<file path="src/hdl/bpc_pkg.sv">
// Shared types, constants and helpers for the pressure compensation block.
package bpc_pkg;

    localparam int CFG_IDX_W = 3;
    localparam int CFG_DATA_W = 32;
    localparam int QUEUE_DEPTH_DEF = 4;

    localparam logic [CFG_IDX_W-1:0] REG_AC1_AC2 = 3'd0;
    localparam logic [CFG_IDX_W-1:0] REG_AC3_AC4 = 3'd1;
    localparam logic [CFG_IDX_W-1:0] REG_AC5_AC6 = 3'd2;
    localparam logic [CFG_IDX_W-1:0] REG_B1_B2 = 3'd3;
    localparam logic [CFG_IDX_W-1:0] REG_MC_MD = 3'd4;
    localparam logic [CFG_IDX_W-1:0] REG_OSS = 3'd5;

    localparam logic [31:0] B6_OFFSET = 32'd4000;
    localparam logic [31:0] B4_BIAS = 32'd32768;
    localparam logic [31:0] B7_SCALE = 32'd50000;
    localparam logic [31:0] SIGN_BIT = 32'h8000_0000;
    localparam logic [31:0] P_C1 = 32'd3038;
    localparam logic [31:0] P_C2 = 32'hFFFF_E343; // -7357
    localparam logic [31:0] P_C3 = 32'd3791;
    localparam logic [31:0] T_ROUND = 32'd8;

    typedef struct packed {
        logic signed [15:0] ac1, ac2, ac3;
        logic [15:0] ac4, ac5, ac6;
        logic signed [15:0] b1, b2, mc, md;
        logic [1:0] oss;
    } cal_t;

    // word handed from front to back
    typedef struct packed {
        logic [18:0] up;
        logic [31:0] x1;
        logic [31:0] den;
        logic [31:0] num;
    } front_word_t;

    function automatic logic [31:0] asr(input logic [31:0] v, input int s);
        asr = 32'($signed(v) >>> s);
    endfunction

    function automatic logic [31:0] mul(input logic [31:0] a, input logic [31:0] b);
        logic [63:0] f;
        f = 64'(a) * 64'(b);
        mul = f[31:0];
    endfunction

endpackage

</file>
<file path="src/hdl/bpc_front.sv">
// Front end: temperature term x1 and the temperature divisor, registered.
module bpc_front import bpc_pkg::*; (
    input  logic        aclk,
    input  logic        aresetn,
    input  cal_t        cal,
    input  logic        s_valid,
    output logic        s_ready,
    input  logic [15:0] s_raw_temperature,
    input  logic [18:0] s_raw_pressure,
    output logic        f_valid,
    input  logic        f_ready,
    output front_word_t f_word
);
    logic        v_reg;
    front_word_t w_reg;
    logic [31:0] x1_c;

    assign x1_c = asr(mul({16'd0, s_raw_temperature} - {16'd0, cal.ac6},
                          {16'd0, cal.ac5}), 15);
    assign s_ready = !v_reg || f_ready;

    always_ff @(posedge aclk) begin
        if (!aresetn) begin
            v_reg <= 1'b0;
        end else if (s_ready) begin
            v_reg <= s_valid;
        end
        if (s_ready && s_valid) begin
            w_reg.up  <= s_raw_pressure;
            w_reg.x1  <= x1_c;
            w_reg.den <= x1_c + 32'(cal.md);
            w_reg.num <= 32'(cal.mc) << 11;
        end
    end

    assign f_valid = v_reg;
    assign f_word = w_reg;
endmodule

</file>
<file path="config.mk">
export PLATFORM = sky130hd
export DESIGN_NAME = bpc_front
export DESIGN_NICKNAME = d
export VERILOG_FILES = /design/src/hdl/bpc_pkg.sv /design/src/hdl/bpc_front.sv
export SDC_FILE = /design/constraint.sdc
export NUM_CORES = 1
export LEC_CHECK = 0
export BUFFER_PORTS_ARGS = -buffer_cell sky130_fd_sc_hd__buf_4
export CORE_MARGIN = 3
export CORE_UTILIZATION = 45
export CTS_CLUSTER_DIAMETER = 30
export CTS_CLUSTER_SIZE = 25
export DETAILED_ROUTE_END_ITERATION = 10
export HOLD_SLACK_MARGIN = 0.15
export PLACE_DENSITY_LB_ADDON = 0.2
export SYNTH_ARGS = -nofsm -noshare
export SYNTH_HDL_FRONTEND = slang
export SYNTH_SLANG_ARGS = --single-unit
</file>
<file path="constraint.sdc">
create_clock -name aclk -period 22.2 [get_ports aclk]
set_input_delay 1.11 -clock aclk [delete_from_list [all_inputs] [get_ports aclk]]
set_output_delay 1.11 -clock aclk [all_outputs]
set_load 0.03 [all_outputs]
</file>
# Yosys cells after proc, flatten, opt, wreduce, memory -nomap -nowiden
# Cells that the tools add are included.
totals:
  register_bits: 85
  output_inout_bits: 117
classes:
  n_addsub: 2
  multipliers: 1
  reduce_logical: 3
op_table:
  columns: ["operator", "n"]
  rows:
  - ["$mul 32x16->32", 1]
  - ["$add 17x16->18", 1]
  - ["$sub 16x16->17", 1]
  - ["$logic_and 1x1->1", 1]
  - ["$logic_not 1->1", 1]
  - ["$logic_or 1x1->1", 1]

# Depth between registers and ports, before layout
logic_depth:
  word_depth: 3
  mapped_depth: 41
  ltp_nobuf: 40

# Worst setup path before layout
# Ideal clock, no wire load.
synth_path:
  kind: "in2reg"
  from: "input port s_raw_temperature[0]"
  to: "register w_reg, in the netlist f_word[47] (data pin)"
  t_arrival_ns: 9.557
  required_time_ns: 21.942
  setup_slack_ns: 12.385
  path_stages: 37
  path_buffers: 1
  cell_sequence: "inv_1 -> ha_1 -> fa_1 -> nor2b_1 -> o31a_1 -> o21bai_1 -> a21oi_1 -> o31a_1 -> nor2_1 -> xnor2_1 -> clkbuf_1 -> nand2_1 -> fa_1 -> fa_1 -> fa_1 -> inv_1 -> fa_1 -> fa_1 -> inv_1 -> fa_1 -> inv_1 -> ha_1 -> o2111ai_1 -> nor4_1 -> o311a_1 -> a21oi_1 -> o21bai_1 -> a21oi_1 -> o21bai_1 -> xor2_1 -> ha_1 -> and3_1 -> a211oi_1 -> nor2_1 -> a211o_1 -> a21o_1 -> xor2_1"
synth_via:
  elab_chain_len: 3
synth_rtl:
  columns: ["element", "line_no", "text"]
  rows:
  - ["start: declaration", "bpc_front.sv:8", "input logic [15:0] s_raw_temperature,"]
  - ["$sub 16x16->17", "bpc_front.sv:18", "assign x1_c = asr(mul({16'd0, s_raw_temperature} - {16'd0, cal.ac6},"]
  - ["$mul 32x16->32", "bpc_pkg.sv:45", "f = 64'(a) * 64'(b);"]
  - ["named net x1_c[8]", "bpc_front.sv:16", "logic [31:0] x1_c;"]
  - ["$add 17x16->18", "bpc_front.sv:31", "w_reg.den <= x1_c + 32'(cal.md);"]
  - ["end: declaration", "bpc_front.sv:15", "front_word_t w_reg;"]
# The timed path passes the listed nets, and every way through them passes these cells.
# A chain may end at the register's enable or synchronous reset.

# Final worst setup path
layout_path:
  from: "input port cal[66] in the netlist's numbering"
  to: "register w_reg, in the netlist f_word[47] (data pin)"
layout_via:
  elab_chain_len: 3
layout_rtl:
  columns: ["element", "line_no", "text"]
  rows:
  - ["start: declaration", "bpc_front.sv:5", "input cal_t cal,"]
  - ["$sub 16x16->17", "bpc_front.sv:18", null]
  - ["$mul 32x16->32", "bpc_pkg.sv:45", null]
  - ["named net x1_c[8]", "bpc_front.sv:16", null]
  - ["$add 17x16->18", "bpc_front.sv:31", null]
# The timed path passes the listed nets, and every way through them passes these cells.

==> results.cfg <==
[detailed_routing]
wl_per_cell_um = 15.9
routed-wl-met3_um = 1420
drtIter0Drc = 383
viasPerCell = 4.91
wl_met1_um = 12100
drtPass1Iterations = 5
met2_length_um = 16200
drt.antenna.violating_nets = 0
vias = 9281
drc_errors = 0
finalWirelength_um = 30000
top_layer = met4

[global_routing]
grt_overflow = 0
grt_pass1_wl_um = 49200
antenna_found_initial = 0
grt_pass1_vias = 9793
grt_max_degree = 71
track_usage = 0.197

[outcome]
status = finished clean

[place]
io_buffers = 208
hpwl_um = 23700
placed_cell_area_um2 = 15000
gp_congestion = 0.810

[critical_path]
cp.buffers_inverters = 5
cpMaxStageDelayCell = nor4_1
crit_top_cell = fa_1
path_delay_family = adder cells
worstSetupStartpoint = cal[66]
crit_path_end_kind = flop
critical_path.reg2reg.startpoint = f_valid
crit_type = primary input to flop
cp.arrival_ns = 10.87
crit_required_ns = 22.29
path_max_fanout = 16
cpPeakStageDelay_ns = 0.75
start_kind = primary input

[synthesis]
syn_area_um2 = 13300
synth_top_area_share = 0.408
netlist_top_cells_count = inv_1, fa_1, nand2_1, ha_1, and2_1
synth_edf_count = 70
synth_largest_area_cell = fa_1
synth_most_common_cell = inv_1
synth_flop_cell = edfxtp_1
async_flop_share = 0
synth-seq-cells = 71
synth_warnings = 0
syn-instance-count = 1344
synth-seq-area-share = 0.160
synthTopCellsByArea = fa_1, edfxtp_1, ha_1, inv_1, and2_1
yosysUniqueCellTypes = 52
synth_area_per_cell_um2 = 9.89

[layout]
num_antenna_cells = 0
drive_gt1_frac = 0.164
area_growth_pct = 15.2
num-nets-final = 2070
stdcell_area_um2 = 15300
finalCoreUtilization = 0.530

[floorplanning]
die_area_um2 = 31600
coreArea_um2 = 28900
start_util = 0.460
die-width_um = 178
io_pins = 318
die_h_um = 178
row_count = 62

[clock_tree]
cts_tree = built
clock_path_buffers = 2
postCtsHoldBufs = 0
postCtsSetupBuffers = 0
clk_pin_slew_ns = 0.07
ctsResizeCount = 0
cts_num_sinks = 71
clk_root_buffer_cell = clkbuf_16
clk_latency_ns = 0.34
cts_made_buffers = 9
htreeDepth = 3

[min_path]
hp-start = f_valid
hold_path_class = flop to flop

[timing]
max_slew.worst_pin.slew_ns = 0.991
fin_crit_ns = 10.78
report.final.slew_viol_count = 0
relSlewSlack = 0.339
skew_ns = 0.00818
fin_crit_sh = 0.486
fmax_ghz = 0.0928
hold_viol_final = 0
setup_viol = 0
finalSetupTns_ns = 0
rsz0062_at_grt = no

[flow_run]
max_cap_violations = 0
-- metrics by stage --
stage / instances / hold slack (ns) / worst slack, ns
detailed placement: 1876 / 0.540 / 11.01
global route: 1892 / 0.595 / 10.73
finish: 1892 / 0.551 / 11.42
global placement: 1876 / 0.529 / 11.08
floorplan: 1354 / 0.885 / 12.39
CTS: 1892 / 0.550 / 11.36
-- kinds of logic (layout without fill, tap and decap cells) --
kind of cell / count (synthesis) / count (layout) / share of synthesized area
AO/OA/AOI/OAI: 97 / 97 / 0.0483
adder cells (fa/ha/maj): 366 / 366 / 0.497
flip-flops: 71 / 71 / 0.160
buffers and inverters: 399 / 553 / 0.125
AND/OR/NAND/NOR: 359 / 359 / 0.135
XOR/XNOR: 51 / 51 / 0.0336
other: 1 / 11 / 0.000282
-- flip-flops by register name, indices dropped and copies added, names as in the netlist --
signal and count:
f_valid 1, f_word 70
-- area by class of cell --
type                            count  area (um2)
Clock inverter                      7        61.3
Tap cell                          384         480
Timing Repair Buffer              221        1660
Sequential cell                    71        2120
Clock buffer                        9         225
Inverter                          316        1190
Fill cell                        2686       13600
Multi-Input combinational cell    884        9590
-- tightest hold or removal path, delay by kind of cell (launching register included) --
| family | cells | cell delay (ns) |
|---|---|---|
| flops | 1 | 0.31 |
| compound gates | 1 | 0.09 |
| simple gates | 1 | 0.10 |
-- final timing paths --
path	end	slack [ns]	depth (start not counted)
worst min register to register	f_valid	0.55	2
worst max-delay path	f_word[47]	11.42	37
worst min-delay path	f_valid	0.55	2
worst max register to register	f_word[78]	20.61	2
-- placed cells by master, fill, tap and decap left out, drive strengths merged, types with 5 or more instances in the layout --
cell / instances
inv: 320
fa: 271
buf: 221
nand2: 150
ha: 95
and2: 91
edfxtp: 70
xnor2: 34
a21oi: 31
nor2: 24
nor2b: 19
xor2: 17
o21ai: 16
and3: 16
nand3: 15
nand2b: 15
conb: 11
a21o: 10
nor3: 9
clkbuf: 9
o21bai: 7
o21a: 5
a211oi: 5
and2b: 5
-- layer usage --
layer	global-route usage	up-vias
li1	-	4325
met1	0.257	4703
met2	0.361	226
met3	0.0214	27
met4	0.0236	0
met5	0	-
Power is not shown: default switching activity piles up to over one toggle a cycle in this logic, so the estimate is an artifact.
