===== src/hdl/bpc_pkg.sv =====
// Shared types, constants and helpers for the pressure compensation block.
package bpc_pkg;

    localparam int CFG_IDX_W = 3;
    localparam int CFG_DATA_W = 32;
    localparam int QUEUE_DEPTH_DEF = 4;

    localparam logic [CFG_IDX_W-1:0] REG_AC1_AC2 = 3'd0;
    localparam logic [CFG_IDX_W-1:0] REG_AC3_AC4 = 3'd1;
    localparam logic [CFG_IDX_W-1:0] REG_AC5_AC6 = 3'd2;
    localparam logic [CFG_IDX_W-1:0] REG_B1_B2 = 3'd3;
    localparam logic [CFG_IDX_W-1:0] REG_MC_MD = 3'd4;
    localparam logic [CFG_IDX_W-1:0] REG_OSS = 3'd5;

    localparam logic [31:0] B6_OFFSET = 32'd4000;
    localparam logic [31:0] B4_BIAS = 32'd32768;
    localparam logic [31:0] B7_SCALE = 32'd50000;
    localparam logic [31:0] SIGN_BIT = 32'h8000_0000;
    localparam logic [31:0] P_C1 = 32'd3038;
    localparam logic [31:0] P_C2 = 32'hFFFF_E343; // -7357
    localparam logic [31:0] P_C3 = 32'd3791;
    localparam logic [31:0] T_ROUND = 32'd8;

    typedef struct packed {
        logic signed [15:0] ac1, ac2, ac3;
        logic [15:0] ac4, ac5, ac6;
        logic signed [15:0] b1, b2, mc, md;
        logic [1:0] oss;
    } cal_t;

    // word handed from front to back
    typedef struct packed {
        logic [18:0] up;
        logic [31:0] x1;
        logic [31:0] den;
        logic [31:0] num;
    } front_word_t;

    function automatic logic [31:0] asr(input logic [31:0] v, input int s);
        asr = 32'($signed(v) >>> s);
    endfunction

    function automatic logic [31:0] mul(input logic [31:0] a, input logic [31:0] b);
        logic [63:0] f;
        f = 64'(a) * 64'(b);
        mul = f[31:0];
    endfunction

endpackage


===== src/hdl/bpc_queue.sv =====
// Small FIFO between the front and back ends.
module bpc_queue import bpc_pkg::*; #(
    parameter int DEPTH = QUEUE_DEPTH_DEF
) (
    input  logic        aclk,
    input  logic        aresetn,
    input  logic        in_valid,
    output logic        in_ready,
    input  front_word_t in_word,
    output logic        out_valid,
    input  logic        out_ready,
    output front_word_t out_word
);
    localparam int AW = (DEPTH > 1) ? $clog2(DEPTH) : 1;
    front_word_t        mem_reg [DEPTH];
    logic [AW-1:0]      wp_reg, rp_reg;
    logic [AW:0]        cnt_reg;
    logic               wr, rd;

    assign in_ready = cnt_reg != (AW+1)'(DEPTH);
    assign out_valid = cnt_reg != '0;
    assign wr = in_valid && in_ready;
    assign rd = out_valid && out_ready;
    assign out_word = mem_reg[rp_reg];

    always_ff @(posedge aclk) begin
        if (!aresetn) begin
            wp_reg <= '0;
            rp_reg <= '0;
            cnt_reg <= '0;
        end else begin
            if (wr) wp_reg <= (wp_reg == AW'(DEPTH-1)) ? '0 : wp_reg + 1'b1;
            if (rd) rp_reg <= (rp_reg == AW'(DEPTH-1)) ? '0 : rp_reg + 1'b1;
            cnt_reg <= cnt_reg + (AW+1)'(wr) - (AW+1)'(rd);
        end
        if (wr) mem_reg[wp_reg] <= in_word;
    end
endmodule


===== config.mk =====
export PLATFORM = sky130hd
export DESIGN_NAME = bpc_queue
export DESIGN_NICKNAME = d
export VERILOG_FILES = /design/src/hdl/bpc_pkg.sv /design/src/hdl/bpc_queue.sv
export SDC_FILE = /design/constraint.sdc
export NUM_CORES = 1
export LEC_CHECK = 0
export BUFFER_PORTS_ARGS = -buffer_cell sky130_fd_sc_hd__buf_2
export CORE_AREA = 2 2 190 192
export DETAILED_ROUTE_END_ITERATION = 8
export DIE_AREA = 0 0 192 194
export GPL_ROUTABILITY_DRIVEN = 0
export PLACE_DENSITY = 0.73
export SETUP_SLACK_MARGIN = 0.05
export SYNTH_ARGS = -nofsm -noshare
export SYNTH_HDL_FRONTEND = slang
export SYNTH_SLANG_ARGS = --single-unit

===== constraint.sdc =====
create_clock -name aclk -period 5.41 [get_ports aclk]
set_input_delay 1.082 -clock aclk [delete_from_list [all_inputs] [get_ports aclk]]
set_output_delay 1.082 -clock aclk [all_outputs]
set_load 0.005 [all_outputs]

== After elaboration in Yosys (flattened, before gate mapping) ==
Memory sizes are Yosys's and may differ from the RTL's. A register that Yosys moved wholly into a read port is not among the register bits.
Cells that the tools add are included.
Storage, ports and cells
  word-level logic and storage cells: 20
  memory bits (writable): 460
  memories kept: 1
  register bits after elaboration: 7
Operators by class
  mux-type cells: 6
  add/subtract/negate cells: 4
  reductions and logical operators: 3
  equal/unequal tests: 3
Memories
  mem_reg: words 4, width 115, rd ports 1, clocked after Yosys merged registers in 1, wr ports 1, RTL line bpc_queue.sv:15  | front_word_t mem_reg [DEPTH];
Operators by type and width (count)
  2-to-1 mux 2 bit: 4
  adder 2 x 1 -> 2 bit (second input constant): 2
  == test 2 bit (second input constant): 2
  adder 3 x 1 -> 3 bit: 1
  inequality test 3 bit (second input constant): 1
  nonzero test 3 bit: 1
  subtractor 3 x 1 -> 3 bit: 1
  logical AND 1 bit: 2
  2-to-1 mux 1 bit: 2

== Logic depth before layout (Yosys ltp) ==
  depth after elaboration: 4
  depth in mapped cells: 12
  gate-level depth less buffers: 11

== Worst setup path before layout ==
OpenSTA, ideal clock, no wires.
  path kind: in2reg
  start: input in_valid
  end: memory mem_reg[0][0] (netlist bit), enable pin
  slack: 2.450 ns
  data required time: 4.987 ns
  stages on the path: 1
  arrival: 2.537 ns
  setup time: 0.423 ns
  cells stage by stage: and3_2
On the way
  longest elaborated chain between the ends: 3
RTL lines
  start, declared: RTL line bpc_queue.sv:7  | input logic in_valid,
  logical AND 1 bit: RTL line bpc_queue.sv:22  | assign wr = in_valid && in_ready;
  2-to-1 mux 1 bit: RTL line bpc_queue.sv:36  | if (wr) mem_reg[wp_reg] <= in_word;
  2-to-1 mux 1 bit (not written as such): RTL line bpc_queue.sv:36
  end, declared: RTL line bpc_queue.sv:15
No other way between the ends.

==> results.ini <==
[outcome]
outcome = finished, final reports clean

[logic_synthesis]
postSynthRegisterBits = 469
post_synth_cell_types = 24
syn-mean-instance-area_um2 = 26.13
ys_async_sr_fraction = 0
postSynthNetCount = 780
cell_count_after_synthesis = 653
total_standard_cell_area_after_synthesis_um2 = 17060
ys.warnings.count = 0
synth.yosys.seq_area_share = 0.8202
ys.flop_type = edfxtp_1
synth-edff-count = 460

[hold_path]
worstHoldStart = wp_reg[1]$_SDFFE_PN0P_
worstHoldPathType = reg2reg
min_delay_path_depth = 2
timing.hold.worst_endpoint = wp_reg[1]$_SDFFE_PN0P_

[placed_design]
dp_hpwl_mm = 18.43
port_buf_inserts = 235
placed_cells = 1328

[sta]
hold_violations = 0
achievable-frequency_mhz = 274.3
setup_repair_after_global_routing_missed_its_margin = no
setup_viol = 0
drv_slew = 0
relative_max_transition_margin = 0.4281
slew_worst_pin_ps = 857.8
fin_skew_ps = 15.09
timing.setup.tns_ps = 0
final_period_minus_worst_setup_slack_ps = 3646
layout_worst_path_cycle_share = 0.6739

[detailed_routing]
drtAntennaViolNets = 0
route.vias.total = 7702
drt_via_density = 5.443
remaining_drc_errors = 0
initialDrtViolationCount = 481
route.final.wire_length_mm = 32.02
detailed_route_wire_length_per_cell_um = 22.63
drt_pre_antenna_iters = 5

[worst_setup_path]
worst_path_largest_cell_delay_ps = 830
crit_type = reg2out
timing.critical_path.buf_inv = 2
path_max_fanout = 42
r2r-end = cnt_reg[2]$_SDFF_PN0_
cp_max_delay_cell = dfxtp_4
timing.critical_path.to_type = primary output
timing.reg2reg.setup_slack_ps = 2810
cp_top_family = flip-flops
critical_path.reg2reg.startpoint = cnt_reg[1]$_SDFF_PN0_
r2r.worst_path.cells = 10
cp.arrival_ps = 2560
timing.critical_path.from_type = register
path_cells = buf_12, mux4_2, buf_2
crit_required_ps = 4330

[clocking]
cts-hold-fix-buffers = 0
post-cts-setup-buffer-count = 0
clock_path_buffers = 3
cts.reportedPaths.clkPinSlew_ps = 60
tritoncts = yes
number_of_buffers_inserted_during_clock_tree_synthesis = 47
ctsHtreeMaxLevel = 2
cts_root_buffer = clkbuf_16
resize_count_post_cts = 0
clk_latency_ps = 540
tritoncts_sinks = 469

[floorplanning]
core_region_area_um2 = 35220
die_x_um = 192
die-area_um2 = 37250
initial_utilization = 0.4844
rows = 69
ios = 236
die_h_um = 194

[global_routing]
grt_overflow_total = 0
grt_start_max_net_pins = 76
grt_usage = 0.1746
grt_pass1_vias = 8040
grt_first_pass_wirelength_mm = 48.74
antenna_found_initial = 6

[pwr]
static-leakage-power_nw = 6.725
powerDensity_nw_per_um2 = 459.4
worst_ir_drop_vdd_mv = 0.3053
total_power_after_layout_mw = 9.293

[finish]
stdcell_count = 1415
synthToLayoutAreaGrowth_pct = 18.58
final_layout_size_suffix_gt1_frac = 0.4499
max_reg_flops = 460
highest_count_cells_in_the_layout_ignoring_fill_and_taps = edfxtp_1 (460), buf_2 (235), mux4_2 (115)
layout_commonest_cell = edfxtp_1
final.fill_count = 2593
nets_final = 1043

[run]
maxCapViolCount = 0

==> metrics by stage <==
step	worst slack (ps)	area (um^2)	util	hold slack, ps
finish	1764	20230	0.5743	510.3
global route	1524	20220	0.5741	551.8
CTS	1624	20220	0.5740	512.9
detailed placement	2215	18800	0.5336	504.2
global placement	2256	18800	0.5336	486.8
floorplan	2450	17060	-	467.7
==> layer usage <==
layer | track usage | vias to the layer above | wire length, um | share of wire
li1 | - | 3347 | - | -
met1 | 0.2403 | 4024 | 13060 | 0.41
met2 | 0.2803 | 272 | 15790 | 0.49
met3 | 0.04543 | 55 | 2481 | 0.077
met4 | 0.04665 | 4 | 673 | 0.021
met5 | 0 | - | 21 | 0.00066
==> cell usage after synthesis (2+ instances only) <==
| cell type | n | area share |
|---|---|---|
| nand2_1 | 5 | 0.0011 |
| dfxtp_1 | 9 | 0.011 |
| inv_1 | 6 | 0.0013 |
| and3_2 | 4 | 0.0018 |
| buf_6 | 8 | 0.0053 |
| edfxtp_1 | 460 | 0.81 |
| and2_1 | 2 | 0.00073 |
| ha_1 | 7 | 0.0051 |
| mux4_2 | 115 | 0.15 |
| nor2_1 | 2 | 0.00044 |
| xnor2_1 | 2 | 0.0010 |
| clkbuf_1 | 7 | 0.0015 |
| o21ai_0 | 2 | 0.00059 |
| nand3_1 | 2 | 0.00059 |
| buf_2 | 13 | 0.0038 |
==> worst min-delay path: cells and delay by family (launching register included) <==
family / cells / cell delay, ps
DFF: 1 / 340
muxes: 1 / 60
and+or+nand+nor: 1 / 70
==> cell type report <==
type / count / area (um^2) / area share
repair buffers: 242 / 1316 / 0.06506
inverters: 6 / 22.52 / 0.001113
clock inverters: 23 / 158.9 / 0.007854
clock buffers: 59 / 1264 / 0.06246
multi-input cells: 150 / 2879 / 0.1423
flip-flops and latches: 469 / 14000 / 0.6921
diodes: 5 / 12.51 / 0.0006185
well taps: 461 / 576.8 / 0.02851
==> worst max-delay path by stage <==
stage,depth (start not counted),slack [ps],endpoint,startpoint
6_report,3,1760,out_word[105],register
5_1_grt,3,1520,out_word[105],register
4_1_cts,3,1620,out_word[105],register
3_5_place_dp,3,2220,out_word[92],register
3_3_place_gp,3,2260,out_word[92],register
2_1_floorplan,1,2450,mem_reg[0][0]$_DFFE_PP_,in_valid
==> report_power, final <==
part	internal, mW	switching [mW]	total (mW)
Combinational	0.909	0.826	1.73
Sequential	4.40	0.166	4.57
Clock	1.74	1.25	2.99
Total	7.05	2.24	9.29
==> kinds of logic (layout without fill, tap and decap cells) <==
family,count (synthesis),in the layout,synth area share
flip-flops,469,469,0.8202
multiplexers,116,116,0.1524
AND/OR/NAND/NOR,20,20,0.006821
XOR/XNOR,2,2,0.001027
buffers and inverters,34,330,0.01195
other,0,5,0
adder cells (fa/ha/maj),8,8,0.006307
AO/OA/AOI/OAI,4,4,0.001320
(Power assumes the default switching activity.)
